--- config.mk ---
export PLATFORM = sky130hd
export DESIGN_NAME = utf8_to_utf16_transcoder_core
export DESIGN_NICKNAME = d
export VERILOG_FILES = /design/src/sv/u8u16_pkg.sv /design/src/sv/u8u16_front.sv /design/src/sv/u8u16_queue.sv /design/src/sv/u8u16_back.sv /design/src/sv/utf8_to_utf16_transcoder_core.sv
export VERILOG_INCLUDE_DIRS = /design/src /design/src/sv
export SDC_FILE = /design/constraint.sdc
export NUM_CORES = 1
export LEC_CHECK = 0
export ABC_AREA = 1
export BUFFER_PORTS_ARGS = -buffer_cell sky130_fd_sc_hd__buf_2
export CORE_UTILIZATION = 30
export CTS_CLUSTER_DIAMETER = 40
export CTS_CLUSTER_SIZE = 30
export DETAILED_ROUTE_END_ITERATION = 8
export GPL_ROUTABILITY_DRIVEN = 0
export PLACE_DENSITY = 0.55
export SLEW_MARGIN = 10
export SYNTH_ARGS = -nofsm -noshare
export SYNTH_HDL_FRONTEND = slang
export SYNTH_HIERARCHICAL = 1
export SYNTH_SLANG_ARGS = --single-unit
--- constraint.sdc ---
create_clock -name clk -period 7.7 [get_ports clk]
set_input_delay 0.77 -clock clk [delete_from_list [all_inputs] [get_ports clk]]
set_output_delay 0.77 -clock clk [all_outputs]
set_load 0.02 [all_outputs]
--- src/sv/utf8_to_utf16_transcoder_core_assert.svh ---
// Assertion macros for the UTF-8 to UTF-16 transcoder core.
// Needs a clock named clk and an active-high reset named rst in scope.
`ifndef UTF8_TO_UTF16_TRANSCODER_CORE_ASSERT_SVH
`define UTF8_TO_UTF16_TRANSCODER_CORE_ASSERT_SVH

// check a condition at every rising clock edge outside reset
`define U8U16_CHECK(label, expr, msg) \
  label: assert property (@(posedge clk) disable iff (rst) (expr)) else $error(msg);

// check that a condition holds in the cycle after a trigger
`define U8U16_CHECK_NEXT(label, ante, cons, msg) \
  label: assert property (@(posedge clk) disable iff (rst) (ante) |=> (cons)) else $error(msg);

`endif

--- src/sv/u8u16_pkg.sv ---
// Shared types and constants for the UTF-8 to UTF-16 transcoder.
// No dependencies.
`default_nettype none

package u8u16_pkg;

  localparam logic [15:0] REPLACEMENT     = 16'hFFFD;
  localparam logic [15:0] HI_SURR_BASE    = 16'hD800;
  localparam logic [15:0] LO_SURR_BASE    = 16'hDC00;
  localparam logic [20:0] PLANE1_BASE     = 21'h010000;
  localparam logic [20:0] CODE_POINT_MAX  = 21'h10FFFF;

  localparam int          MAX_UNITS_BITS  = 16;
  localparam int          CFG_INDEX_BITS  = 1;
  localparam int          CFG_DATA_BITS   = 16;
  localparam logic [15:0] MAX_UNITS_RESET = 16'hFFFF;

  localparam logic [CFG_INDEX_BITS-1:0] CFG_LIMIT_ENABLE = 1'b0;
  localparam logic [CFG_INDEX_BITS-1:0] CFG_MAX_UNITS    = 1'b1;

  localparam int QUEUE_DEPTH = 2;

  // work left for the back end by one input word
  typedef struct packed {
    logic [1:0]  pre_n;    // replacements for a broken sequence
    logic        cp_en;    // one code point to emit
    logic        cp_pair;  // code point needs a surrogate pair
    logic [15:0] cp_unit;  // single unit or high surrogate
    logic [15:0] cp_lo;    // low surrogate
    logic [1:0]  post_n;   // replacements for a truncated sequence
    logic        eos;      // end marker follows
  } plan_t;

endpackage

`default_nettype wire

--- src/sv/u8u16_front.sv ---
// Front end: accepts input words, tracks the pending UTF-8 sequence and
// classifies each word into a plan. Uses u8u16_pkg.
`default_nettype none

module u8u16_front (
  input  wire logic              clk,
  input  wire logic              rst,
  input  wire logic              in_valid,
  output logic                   in_ready,
  input  wire logic [7:0]        in_byte,
  input  wire logic              end_of_string,
  input  wire logic              q_full,
  output logic                   push,
  output u8u16_pkg::plan_t       plan
);

  logic [1:0]  need;
  logic [1:0]  seen;
  logic [20:0] partial;
  logic [1:0]  need_next;
  logic [1:0]  seen_next;
  logic [20:0] partial_next;

  logic        pending;
  logic        is_suffix;
  logic [20:0] ext_part;
  logic [1:0]  seen_inc;
  logic        cp_take;
  logic [20:0] cp_val;
  logic [20:0] cp_off;

  assign in_ready = !q_full;
  assign push     = in_valid && in_ready;

  always_comb begin
    pending      = (need != 2'd0);
    is_suffix    = (in_byte[7:6] == 2'b10);
    ext_part     = {partial[14:0], in_byte[5:0]};
    seen_inc     = seen + 2'd1;
    need_next    = need;
    seen_next    = seen;
    partial_next = partial;
    cp_take      = 1'b0;
    cp_val       = '0;
    plan         = '0;

    if (pending && is_suffix) begin
      partial_next = ext_part;
      seen_next    = seen_inc;
      if (seen_inc >= need) begin
        cp_take      = 1'b1;
        cp_val       = ext_part;
        need_next    = 2'd0;
        seen_next    = 2'd0;
        partial_next = '0;
      end
    end else begin
      if (pending) begin
        plan.pre_n   = seen_inc;
        need_next    = 2'd0;
        seen_next    = 2'd0;
        partial_next = '0;
      end
      priority if (in_byte < 8'h80) begin
        cp_take = 1'b1;
        cp_val  = {13'd0, in_byte};
      end else if (in_byte < 8'hC0) begin
        cp_take = 1'b1;
        cp_val  = {5'd0, u8u16_pkg::REPLACEMENT};
      end else if (in_byte < 8'hE0) begin
        need_next    = 2'd1;
        seen_next    = 2'd0;
        partial_next = {16'd0, in_byte[4:0]};
      end else if (in_byte < 8'hF0) begin
        need_next    = 2'd2;
        seen_next    = 2'd0;
        partial_next = {17'd0, in_byte[3:0]};
      end else if (in_byte < 8'hF8) begin
        need_next    = 2'd3;
        seen_next    = 2'd0;
        partial_next = {18'd0, in_byte[2:0]};
      end else begin
        cp_take = 1'b1;
        cp_val  = {5'd0, u8u16_pkg::REPLACEMENT};
      end
    end

    if (end_of_string) begin
      if (need_next != 2'd0) begin
        plan.post_n = seen_next + 2'd1;
      end
      plan.eos     = 1'b1;
      need_next    = 2'd0;
      seen_next    = 2'd0;
      partial_next = '0;
    end

    cp_off       = cp_val - u8u16_pkg::PLANE1_BASE;
    plan.cp_en   = cp_take;
    plan.cp_lo   = u8u16_pkg::LO_SURR_BASE + {6'd0, cp_off[9:0]};
    priority if (cp_val < u8u16_pkg::PLANE1_BASE) begin
      plan.cp_pair = 1'b0;
      plan.cp_unit = cp_val[15:0];
    end else if (cp_val > u8u16_pkg::CODE_POINT_MAX) begin
      plan.cp_pair = 1'b0;
      plan.cp_unit = u8u16_pkg::REPLACEMENT;
    end else begin
      plan.cp_pair = 1'b1;
      plan.cp_unit = u8u16_pkg::HI_SURR_BASE + {6'd0, cp_off[19:10]};
    end
  end

  always_ff @(posedge clk) begin
    if (rst) begin
      need    <= 2'd0;
      seen    <= 2'd0;
      partial <= '0;
    end else if (push) begin
      need    <= need_next;
      seen    <= seen_next;
      partial <= partial_next;
    end
  end

endmodule

`default_nettype wire

--- src/sv/u8u16_queue.sv ---
// Short plan queue between the front and back ends of the transcoder.
// Uses u8u16_pkg and the assertion macro header.
`default_nettype none

module u8u16_queue (
  input  wire logic              clk,
  input  wire logic              rst,
  input  wire logic              push,
  input  wire u8u16_pkg::plan_t  plan_in,
  output logic                   full,
  input  wire logic              pop,
  output logic                   q_valid,
  output u8u16_pkg::plan_t       plan_out
);

  `include "utf8_to_utf16_transcoder_core_assert.svh"

  localparam int PTR_BITS = $clog2(u8u16_pkg::QUEUE_DEPTH);
  localparam int CNT_BITS = $clog2(u8u16_pkg::QUEUE_DEPTH + 1);
  localparam logic [CNT_BITS-1:0] DEPTH_C = CNT_BITS'(u8u16_pkg::QUEUE_DEPTH);
  localparam logic [PTR_BITS-1:0] LAST_C  = PTR_BITS'(u8u16_pkg::QUEUE_DEPTH - 1);

  u8u16_pkg::plan_t entries [u8u16_pkg::QUEUE_DEPTH];
  logic [PTR_BITS-1:0] wr_ptr;
  logic [PTR_BITS-1:0] rd_ptr;
  logic [CNT_BITS-1:0] count;
  logic [CNT_BITS-1:0] count_next;

  assign full     = (count == DEPTH_C);
  assign q_valid  = (count != '0);
  assign plan_out = entries[rd_ptr];

  always_comb begin
    count_next = count;
    if (push && !pop) begin
      count_next = count + CNT_BITS'(1);
    end else if (pop && !push) begin
      count_next = count - CNT_BITS'(1);
    end
  end

  always_ff @(posedge clk) begin
    if (push) begin
      entries[wr_ptr] <= plan_in;
    end
  end

  always_ff @(posedge clk) begin
    if (rst) begin
      wr_ptr <= '0;
      rd_ptr <= '0;
      count  <= '0;
    end else begin
      if (push) begin
        wr_ptr <= (wr_ptr == LAST_C) ? '0 : wr_ptr + PTR_BITS'(1);
      end
      if (pop) begin
        rd_ptr <= (rd_ptr == LAST_C) ? '0 : rd_ptr + PTR_BITS'(1);
      end
      count <= count_next;
    end
  end

  `U8U16_CHECK(a_no_push_full, !(push && full), "plan pushed into full queue")
  `U8U16_CHECK(a_no_pop_empty, !(pop && !q_valid), "plan popped from empty queue")
  `U8U16_CHECK(a_count_bound, count <= DEPTH_C, "queue count past its depth")

endmodule

`default_nettype wire

--- src/sv/u8u16_back.sv ---
// Back end: carries out plans one result word per cycle while the output is
// not held, applies the unit limit and drives the output register. Uses u8u16_pkg and the assertion header.
`default_nettype none

module u8u16_back #(
  parameter int UNIT_COUNT_BITS = 16
) (
  input  wire logic                                  clk,
  input  wire logic                                  rst,
  input  wire logic                                  q_valid,
  input  wire u8u16_pkg::plan_t                      plan_in,
  output logic                                       pop,
  input  wire logic                                  limit_enable,
  input  wire logic [u8u16_pkg::MAX_UNITS_BITS-1:0]  max_units,
  output logic                                       out_valid,
  input  wire logic                                  out_ready,
  output logic [15:0]                                code_unit,
  output logic                                       unit_valid,
  output logic                                       string_done,
  output logic                                       run_last
);

  `include "utf8_to_utf16_transcoder_core_assert.svh"

  localparam int CW = ((UNIT_COUNT_BITS > u8u16_pkg::MAX_UNITS_BITS) ?
                       UNIT_COUNT_BITS : u8u16_pkg::MAX_UNITS_BITS) + 2;
  localparam logic [UNIT_COUNT_BITS-1:0] COUNT_TOP = {UNIT_COUNT_BITS{1'b1}};

  logic [1:0]  pre;
  logic        cp_pend;
  logic        cp_pair;
  logic [15:0] cp_unit;
  logic [15:0] lo_unit;
  logic        lo_pend;
  logic [1:0]  post;
  logic        eos_pend;
  logic [UNIT_COUNT_BITS-1:0] units_written;
  logic        halted;

  logic [1:0]  pre_next;
  logic        cp_pend_next;
  logic        lo_pend_next;
  logic [1:0]  post_next;
  logic        eos_pend_next;
  logic [UNIT_COUNT_BITS-1:0] units_written_next;
  logic        halted_next;

  logic        sel_pre, sel_cp, sel_lo, sel_post, sel_mark;
  logic        busy, step, advance, checking, fits, produce, busy_after;
  logic [1:0]  need_cur, need_after;
  logic [CW-1:0] sum_cur, sum_after, max_w;
  logic        fits_after, more;
  logic [15:0] unit_sel;

  always_comb begin
    max_w    = CW'(max_units);
    sel_pre  = !halted && (pre != 2'd0);
    sel_cp   = !halted && !sel_pre && cp_pend;
    sel_lo   = !sel_pre && !sel_cp && lo_pend;
    sel_post = !halted && !sel_pre && !sel_cp && !lo_pend && (post != 2'd0);
    sel_mark = !sel_pre && !sel_cp && !lo_pend && !sel_post && eos_pend;
    busy     = sel_pre || sel_cp || sel_lo || sel_post || sel_mark;
    advance  = !out_valid || out_ready;
    step     = busy && advance;
    checking = sel_pre || sel_cp || sel_post;

    need_cur = (sel_cp && cp_pair) ? 2'd2 : 2'd1;
    sum_cur  = CW'(units_written) + CW'(need_cur);
    fits     = !limit_enable || (sum_cur <= max_w);

    pre_next           = pre;
    cp_pend_next       = cp_pend;
    lo_pend_next       = lo_pend;
    post_next          = post;
    eos_pend_next      = eos_pend;
    units_written_next = units_written;
    halted_next        = halted;

    if (step) begin
      if (checking) begin
        if (fits) begin
          units_written_next = (sum_cur > CW'(COUNT_TOP)) ? COUNT_TOP :
                               sum_cur[UNIT_COUNT_BITS-1:0];
          if (sel_pre) begin
            pre_next = pre - 2'd1;
          end else if (sel_cp) begin
            cp_pend_next = 1'b0;
            lo_pend_next = cp_pair;
          end else begin
            post_next = post - 2'd1;
          end
        end else begin
          halted_next  = 1'b1;
          pre_next     = 2'd0;
          cp_pend_next = 1'b0;
          post_next    = 2'd0;
        end
      end else if (sel_lo) begin
        lo_pend_next = 1'b0;
      end else begin
        eos_pend_next      = 1'b0;
        pre_next           = 2'd0;
        cp_pend_next       = 1'b0;
        post_next          = 2'd0;
        units_written_next = '0;
        halted_next        = 1'b0;
      end
    end

    // decide whether this word is the last one for its input word
    need_after = ((pre_next == 2'd0) && cp_pend_next && cp_pair) ? 2'd2 : 2'd1;
    sum_after  = CW'(units_written_next) + CW'(need_after);
    fits_after = !limit_enable || (sum_after <= max_w);
    more       = lo_pend_next || eos_pend_next ||
                 (((pre_next != 2'd0) || cp_pend_next || (post_next != 2'd0)) &&
                  fits_after);
    busy_after = lo_pend_next || eos_pend_next ||
                 (!halted_next &&
                  ((pre_next != 2'd0) || cp_pend_next || (post_next != 2'd0)));

    produce = step && ((checking && fits) || sel_lo || sel_mark);
    pop     = q_valid && (!busy || (step && !busy_after));

    unit_sel = u8u16_pkg::REPLACEMENT;
    if (sel_cp) begin
      unit_sel = cp_unit;
    end else if (sel_lo) begin
      unit_sel = lo_unit;
    end else if (sel_mark) begin
      unit_sel = 16'd0;
    end
  end

  always_ff @(posedge clk) begin
    if (rst) begin
      pre           <= 2'd0;
      cp_pend       <= 1'b0;
      lo_pend       <= 1'b0;
      post          <= 2'd0;
      eos_pend      <= 1'b0;
      units_written <= '0;
      halted        <= 1'b0;
      out_valid     <= 1'b0;
    end else begin
      units_written <= units_written_next;
      halted        <= halted_next;
      if (pop) begin
        pre      <= plan_in.pre_n;
        cp_pend  <= plan_in.cp_en;
        lo_pend  <= 1'b0;
        post     <= plan_in.post_n;
        eos_pend <= plan_in.eos;
      end else begin
        pre      <= pre_next;
        cp_pend  <= cp_pend_next;
        lo_pend  <= lo_pend_next;
        post     <= post_next;
        eos_pend <= eos_pend_next;
      end
      if (advance) begin
        out_valid <= produce;
      end
    end
  end

  always_ff @(posedge clk) begin
    if (pop) begin
      cp_pair <= plan_in.cp_pair;
      cp_unit <= plan_in.cp_unit;
      lo_unit <= plan_in.cp_lo;
    end
    if (produce) begin
      code_unit   <= unit_sel;
      unit_valid  <= !sel_mark;
      string_done <= sel_mark;
      run_last    <= !more;
    end
  end

  `U8U16_CHECK(a_low_not_halted, !(lo_pend && halted), "low surrogate pending while halted")
  `U8U16_CHECK_NEXT(a_marker_clears, step && sel_mark,
                    (units_written == '0) && !halted, "string state not cleared")
  `U8U16_CHECK(a_kind_exclusive, !out_valid || (unit_valid != string_done),
               "result word is neither unit nor marker")

endmodule

`default_nettype wire

--- src/sv/utf8_to_utf16_transcoder_core.sv ---
// UTF-8 to UTF-16 transcoder, top level: configuration registers, front
// end, plan queue and back end. Uses u8u16_pkg, u8u16_front, u8u16_queue, u8u16_back.
//
// Takes one UTF-8 byte per cycle while the plan queue has room and returns
// UTF-16 code units, one result word per cycle while the output is accepted,
// each string closed by an end-marker word. A byte enters the front end in
// the cycle it is offered, unless the two-entry plan queue is full; the back
// end then produces the result words that the byte causes (none to five), and
// each result passes through the plan queue, the back end's plan registers
// and the output register. The back end and its single output register set
// the sustained rate: one byte per cycle for bytes with at most one result.
// Configuration takes effect at once; there is no clearing pass after reset.
`default_nettype none

module utf8_to_utf16_transcoder_core #(
  parameter int UNIT_COUNT_BITS = 16
) (
  input  wire logic                                  clk,
  input  wire logic                                  rst,
  input  wire logic                                  in_valid,
  output logic                                       in_ready,
  input  wire logic [7:0]                            in_byte,
  input  wire logic                                  end_of_string,
  output logic                                       out_valid,
  input  wire logic                                  out_ready,
  output logic [15:0]                                code_unit,
  output logic                                       unit_valid,
  output logic                                       string_done,
  output logic                                       run_last,
  input  wire logic                                  cfg_write,
  input  wire logic [u8u16_pkg::CFG_INDEX_BITS-1:0]  cfg_index,
  input  wire logic [u8u16_pkg::CFG_DATA_BITS-1:0]   cfg_data
);

  logic                                  limit_enable;
  logic [u8u16_pkg::MAX_UNITS_BITS-1:0]  max_units;
  logic                                  push;
  logic                                  pop;
  logic                                  q_full;
  logic                                  q_valid;
  u8u16_pkg::plan_t                      plan_push;
  u8u16_pkg::plan_t                      plan_head;

  always_ff @(posedge clk) begin
    if (rst) begin
      limit_enable <= 1'b0;
      max_units    <= u8u16_pkg::MAX_UNITS_RESET;
    end else if (cfg_write) begin
      unique case (cfg_index)
        u8u16_pkg::CFG_LIMIT_ENABLE: limit_enable <= cfg_data[0];
        u8u16_pkg::CFG_MAX_UNITS:    max_units    <= cfg_data[15:0];
        default: ;
      endcase
    end
  end

  u8u16_front u_front (
    .clk           (clk),
    .rst           (rst),
    .in_valid      (in_valid),
    .in_ready      (in_ready),
    .in_byte       (in_byte),
    .end_of_string (end_of_string),
    .q_full        (q_full),
    .push          (push),
    .plan          (plan_push)
  );

  u8u16_queue u_queue (
    .clk      (clk),
    .rst      (rst),
    .push     (push),
    .plan_in  (plan_push),
    .full     (q_full),
    .pop      (pop),
    .q_valid  (q_valid),
    .plan_out (plan_head)
  );

  u8u16_back #(
    .UNIT_COUNT_BITS (UNIT_COUNT_BITS)
  ) u_back (
    .clk          (clk),
    .rst          (rst),
    .q_valid      (q_valid),
    .plan_in      (plan_head),
    .pop          (pop),
    .limit_enable (limit_enable),
    .max_units    (max_units),
    .out_valid    (out_valid),
    .out_ready    (out_ready),
    .code_unit    (code_unit),
    .unit_valid   (unit_valid),
    .string_done  (string_done),
    .run_last     (run_last)
  );

endmodule

`default_nettype wire

### Word level (Yosys, flattened, before mapping)

Memory sizes are Yosys's and may differ from the RTL's. A register that Yosys moved wholly into a read port is not among the register bits.
Cells that the tools add are included.

* register bits after elaboration: 123
* latch bits: 0
* memory bits (writable): 78
* ROM bits: 0
* bits of input ports: 31
* output and inout port bits: 21
* logic and storage cells: 218
* memories: 1

* add/subtract/negate cells: 13
* $mul: 0
* divide/modulo/power cells: 0
* magnitude comparators: 11
* eq/ne operators: 2
* shift operators: 0
* mux-type cells: 99
* bitwise operators: 1
* reductions and logical operators: 68

Memories
* u_queue.entries: words 2, width 39, read ports 1, clocked after Yosys merged registers in 1, wr ports 1, RTL line u8u16_queue.sv:23 `u8u16_pkg::plan_t entries [u8u16_pkg::QUEUE_DEPTH];`

Operator list (count)
* 2-to-1 mux 21 bit: 15
* 2-to-1 mux 16 bit: 9
* 2-to-1 mux 2 bit: 38
* < comparator 8 bit (second input constant): 5
* less-or-equal comparator 18 x 16 -> 1 bit: 2
* adder 16 x 2 -> 17 bit: 2
* 2-to-1 mux 1 bit: 34
* 2-to-1 mux 17 bit: 2
* adder 15 x 11 -> 16 bit (first input constant): 2
* logical AND 1 bit: 25
* greater-than comparator 21 bit (second input constant): 1
* < comparator 21 x 17 -> 1 bit (second input constant): 1
* subtractor 20 x 17 -> 20 bit (second input constant): 1
* greater-than comparator 18 x 16 -> 1 bit (second input constant): 1
* logical OR 1 bit: 16
* nonzero test 2 bit: 8
* logical NOT 1 bit: 15
* adder 2 x 1 -> 2 bit (second input constant): 3
* subtractor 2 x 1 -> 2 bit (second input constant): 3
* equality test 2 bit (second input constant): 2
* AND reduction 2 bit: 2
* 2-to-1 mux 3 bit: 1
* adder 1 bit (second input constant): 2
* greater-or-equal comparator 2 bit: 1
* other kinds (3): 3

### Depth between registers and ports, before layout

* word-level depth: 27
* gate-level depth with buffers: 56
* depth with buffers taken out: 56

### Hierarchy

Netlist, hierarchy kept.

Modules (own cells, without submodules)
* u8u16_back: instances 1, cells each 654, area an instance 5202.5 um^2, seq. area each 2062.0 um^2
* u8u16_queue: instances 1, cells each 154, area an instance 3086.7 um^2, seq. area each 2442.3 um^2
* u8u16_front: instances 1, cells each 300, area an instance 1795.5 um^2, seq. area each 380.4 um^2
* utf8_to_utf16_transcoder_core: instances 1, cells each 77, area an instance 696.9 um^2, seq. area each 340.3 um^2

### Least setup slack after synthesis

Ideal clock, no wire load.

* kind: register -> register
* from: register u_back.pre[0]
* to: register u_back.run_last, data pin
* library setup time: 257 ps
* arrival: 6467 ps
* required time: 7443 ps
* path slack: 976 ps
* stages on the path, launching flop included: 52
* path buffers: 0
* clock period less this slack: 6724 ps
* path through: dfxtp_1 -> inv_1 -> ha_1 -> inv_1 -> nor2_1 -> inv_2 -> nor2_2 -> inv_1 -> nor2_1 -> inv_1 -> ha_1 -> fa_1 -> nand2_2 -> clkinv_2 -> nand2_2 -> nor2_2 -> xor2_1 -> inv_1 -> [16 not listed] -> fa_1 -> inv_1 -> nand2_2 -> nor2_4 -> nand2_2 -> nor2_4 -> nand2_2 -> nor2_2 -> xor2_1 -> inv_1 -> ha_1 -> nand2_1 -> nor4_1 -> nand4_1 -> o32ai_1 -> nand2_1 -> nand2_1 -> a21oi_1

* longest elaborated chain between the ends: 25
* elaborated cells between the ends (all ways): 74
* those cells by class: add/sub (3); order compare (3); mux (33); reduce/logical (35)

Ends and longest elaborated chain
* start: declaration: RTL line u8u16_back.sv:29 `logic [1:0] pre;`
* start signal: assignment: RTL line u8u16_back.sv:148 `pre <= plan_in.pre_n;`
* start signal: assignment: RTL line u8u16_back.sv:154 `pre <= pre_next;`
* branches (longest 23 deep; another with less-or-equal comparator 18 x 16 -> 1 bit)
* logical OR 1 bit (*): RTL line u8u16_back.sv:114 `more = lo_pend_next || eos_pend_next ||`
* logical NOT 1 bit (*): RTL line u8u16_back.sv:176 `run_last <= !more;`
* end signal: assignment: RTL line u8u16_back.sv:176
* end: declaration: RTL line u8u16_back.sv:20 `output logic run_last`

Every way passes the cells marked *.
A chain may end at the register's enable or synchronous reset.

### Worst setup path after layout

Same ends and word-level chain as after synthesis.

==> out/summary.txt <==
crit path DAT -> 7.22 ns
post-synthesis mux area share -> 4.42%
fillers -> 3590
Post-CTS Hold Buffers -> 0
P_leak -> 5.09 nW
NumNets Final -> 1303
row cnt -> 69
critical path class -> reg2reg
H-tree levels -> 4
max cap viols -> 0
Compound-Gate Fraction of Synth Area -> 6.71%
Initial Util -> 30.4%
Peak supply drop -> 0.177 mV
Yosys top cell by area -> edfxtp_1
largest net degree at the start of global routing -> 45
clock-pin transition on the worst setup and hold timing paths -> 0.07 ns
IO buf count -> 51
clock skew -> 0.00830 ns
crit path capture type -> flop
setup violators final -> 0
Layout area overhead -> 11.3%
Cells after Synth -> 1185
setup TNS -> 0 ns
Slew Viols, Final -> 0
DIE AREA -> 36700 sq um
drt pass-1 iters -> 7
reg2reg start -> u_back/pre[0]$_SDFF_PP0_
# diodes -> 0
FF-to-FF setup slack -> 0.67 ns
Inst Count DP -> 1668
Most common cell on crit path -> inv_1
CTS tree -> yes
GRT Total Usage -> 13.5%
Critical Path Max Stage Delay -> 0.41 ns
worst relative slew slack -> 26.4%
Chip Width -> 192 microns
first-pass GRT wire length -> 38700 microns
Worst Tran Pin Value -> 1.10 ns
non-filler cells, final -> 1701
simple-gate share of the synthesized area -> 24.5%
Power Dens Cells -> 357 nW/um^2
number of global-route vias before repair -> 7488
Hold Path End -> u_front/partial[10]$_SDFFE_PP0P_
Critical Path RT -> 7.89 ns
Final Cycle Share -> 91.3%
cell depth of the worst flop-to-flop path -> 49
overflow left after global routing -> 0
sequential element share of the synthesized area -> 48.5%
share of layout cells above drive strength 1 -> 19.6%
Fin Hold WS -> 0.464 ns
most common cell after layout, fill and taps aside -> nand2_1
pre-CTS WS -> 0.210 ns
DR vias -> 7719
Setup crit start kind -> flop
CTS root buffer -> clkbuf_16
Worst R2R End -> u_back/run_last$_DFFE_PP_
Fin. Hold Viols -> 0
adder-cell share of the synthesized area -> 5.36%
Max FO, Critical Path -> 7
min-delay src -> u_front/partial[10]$_SDFFE_PP0P_
total CTS buffers -> 17
status -> complete, but fails checks
Final min period -> 7.03 ns
largest family of logic cells by synthesized area -> simple AND/OR/NAND/NOR gates
hpwl dp -> 16900 microns
initial antenna violation count -> 0
Post-route DRC -> 2
Worst Hold Class -> reg2reg
Sink Count -> 196
Clock Tree Buf Depth -> 2
area of the multi-input gates -> 4720 sq um
DRT iter0 DRCs -> 402
Avg Inst Size Synth -> 9.10 sq um
critical path's slowest cell -> fa_1
clk_lat worst skew -> 0.44 ns
core region area -> 35500 sq um
hold path cells -> 2
setup slack after layout -> 0.674 ns
XOR/XNOR share of the synthesized area -> 2.11%
FF+latch count, synth -> 196
synthesized cell area -> 10800 sq um
Netlist cell types -> 61
I/O pins -> 52
post-route ant nets -> 0
most frequent cells in the layout -> 268 x nand2_1, 143 x inv_1, 130 x edfxtp_1
Ys Warns -> 6
fmax -> 142 MHz
die height -> 192 microns
Final Power -> 4.28 mW
flip-flop and latch area -> 5230 sq um
Synth top area share -> 36.2%
vias per cell -> 4.54
Avg WL per Cell -> 13.9 microns
failing checks -> design-rule violations
drt total wl -> 23700 microns
Synth area leaders -> edfxtp_1 36%, dfxtp_1 12%, nand2_1 9.3%
## routing by layer
layer	track usage (%)	vias to the layer above	part of all wire (%)
met5	0	-	0
met4	4.37	0	1.6
li1	-	3958	-
met1	18.1	3604	48
met3	2.34	23	4.0
met2	22.1	134	46
## sequential cells by signal, indices dropped and copies added (netlist names), 15 cells and up, named ones only
name / count
u_back/code_unit: 16
max_units: 16
u_queue/entries: 78
u_back/lo_unit: 16
u_back/units_written: 16
u_front/partial: 15
u_back/cp_unit: 16
## worst max-delay path: cells and delay by family, from the launching register on
family          cells  cell delay (ns)
buf+inv            12             0.82
simple gates       24             2.80
fa+ha+maj           7             1.92
compound gates      4             0.59
xor+xnor            2             0.29
flops               1             0.33
## report_power, final
| group | internal [mW] | switching, mW | leakage, nW |
|---|---|---|---|
| registers | 1.47 | 0.134 | 1.74 |
| clock network | 0.431 | 0.441 | 0.273 |
| logic | 0.573 | 1.23 | 3.07 |
## cells by family (layout without fill, tap and decap cells)
kind of cell,count (synthesis),after routing
multiplexers,39,39
other,2,6
XOR/XNOR,26,26
adder cells (fa/ha/maj),45,45
buffers and inverters,194,245
flip-flops,196,196
AO/OA/AOI/OAI,124,124
AND/OR/NAND/NOR,559,559
## worst max path at each step
stage / depth (start not counted) / to / startpoint / slack [ns]
floorplan: 51 / u_back/run_last$_DFFE_PP_ / u_back/pre[0]$_SDFF_PP0_ / 0.98
global placement: 51 / u_back/run_last$_DFFE_PP_ / u_back/pre[0]$_SDFF_PP0_ / 0.44
detailed placement: 46 / u_back/run_last$_DFFE_PP_ / u_back/pre[0]$_SDFF_PP0_ / 0.21
CTS: 46 / u_back/run_last$_DFFE_PP_ / u_back/pre[0]$_SDFF_PP0_ / 0.14
global route: 51 / u_back/run_last$_DFFE_PP_ / u_back/pre[0]$_SDFF_PP0_ / -0.02
finish: 49 / u_back/run_last$_DFFE_PP_ / u_back/pre[0]$_SDFF_PP0_ / 0.67
## area by class of cell
| cell class | instances | share of cell area (%) |
|---|---|---|
| flip-flops and latches | 196 | 43.6 |
| well taps | 461 | 4.81 |
| repair buffers | 58 | 2.56 |
| clock inverters | 15 | 1.31 |
| multi-input cells | 799 | 39.3 |
| inverters | 155 | 4.90 |
| clock buffers | 17 | 3.54 |
## per-stage QoR
| stage | cell area (sq um) | utilization (%) |
|---|---|---|
| floorplan | 10800 | - |
| global placement | 11400 | 32.0 |
| detailed placement | 11400 | 32.0 |
| CTS | 11900 | 33.7 |
| global route | 12000 | 33.8 |
| finish | 12000 | 33.8 |
## synthesized netlist by cell type, drive strengths merged
cell	instances
edfxtp	130
clkinv	2
o21a	2
nor2	149
nand3	69
o32ai	1
dfxtp	66
nand4	15
a31oi	3
o22ai	1
a2bb2oi	1
dlygate4sd1	1
clkbuf	6
nand3b	1
inv	153
mux2	39
xnor2	5
a21boi	4
or2	3
fa	2
nor3	14
a21oi	69
conb	2
ha	43
a22o	1
o2111ai	1
a22oi	2
o21ai	34
xor2	21
nand2	306
nor4	2
a31o	1
buf	32
o211ai	4
## repair_timing
item                       CTS  global route
setup buffers                0             1
setup endpoints to repair    0             1
gates resized for setup      0            10
Power figures use the tool's default switching activity.
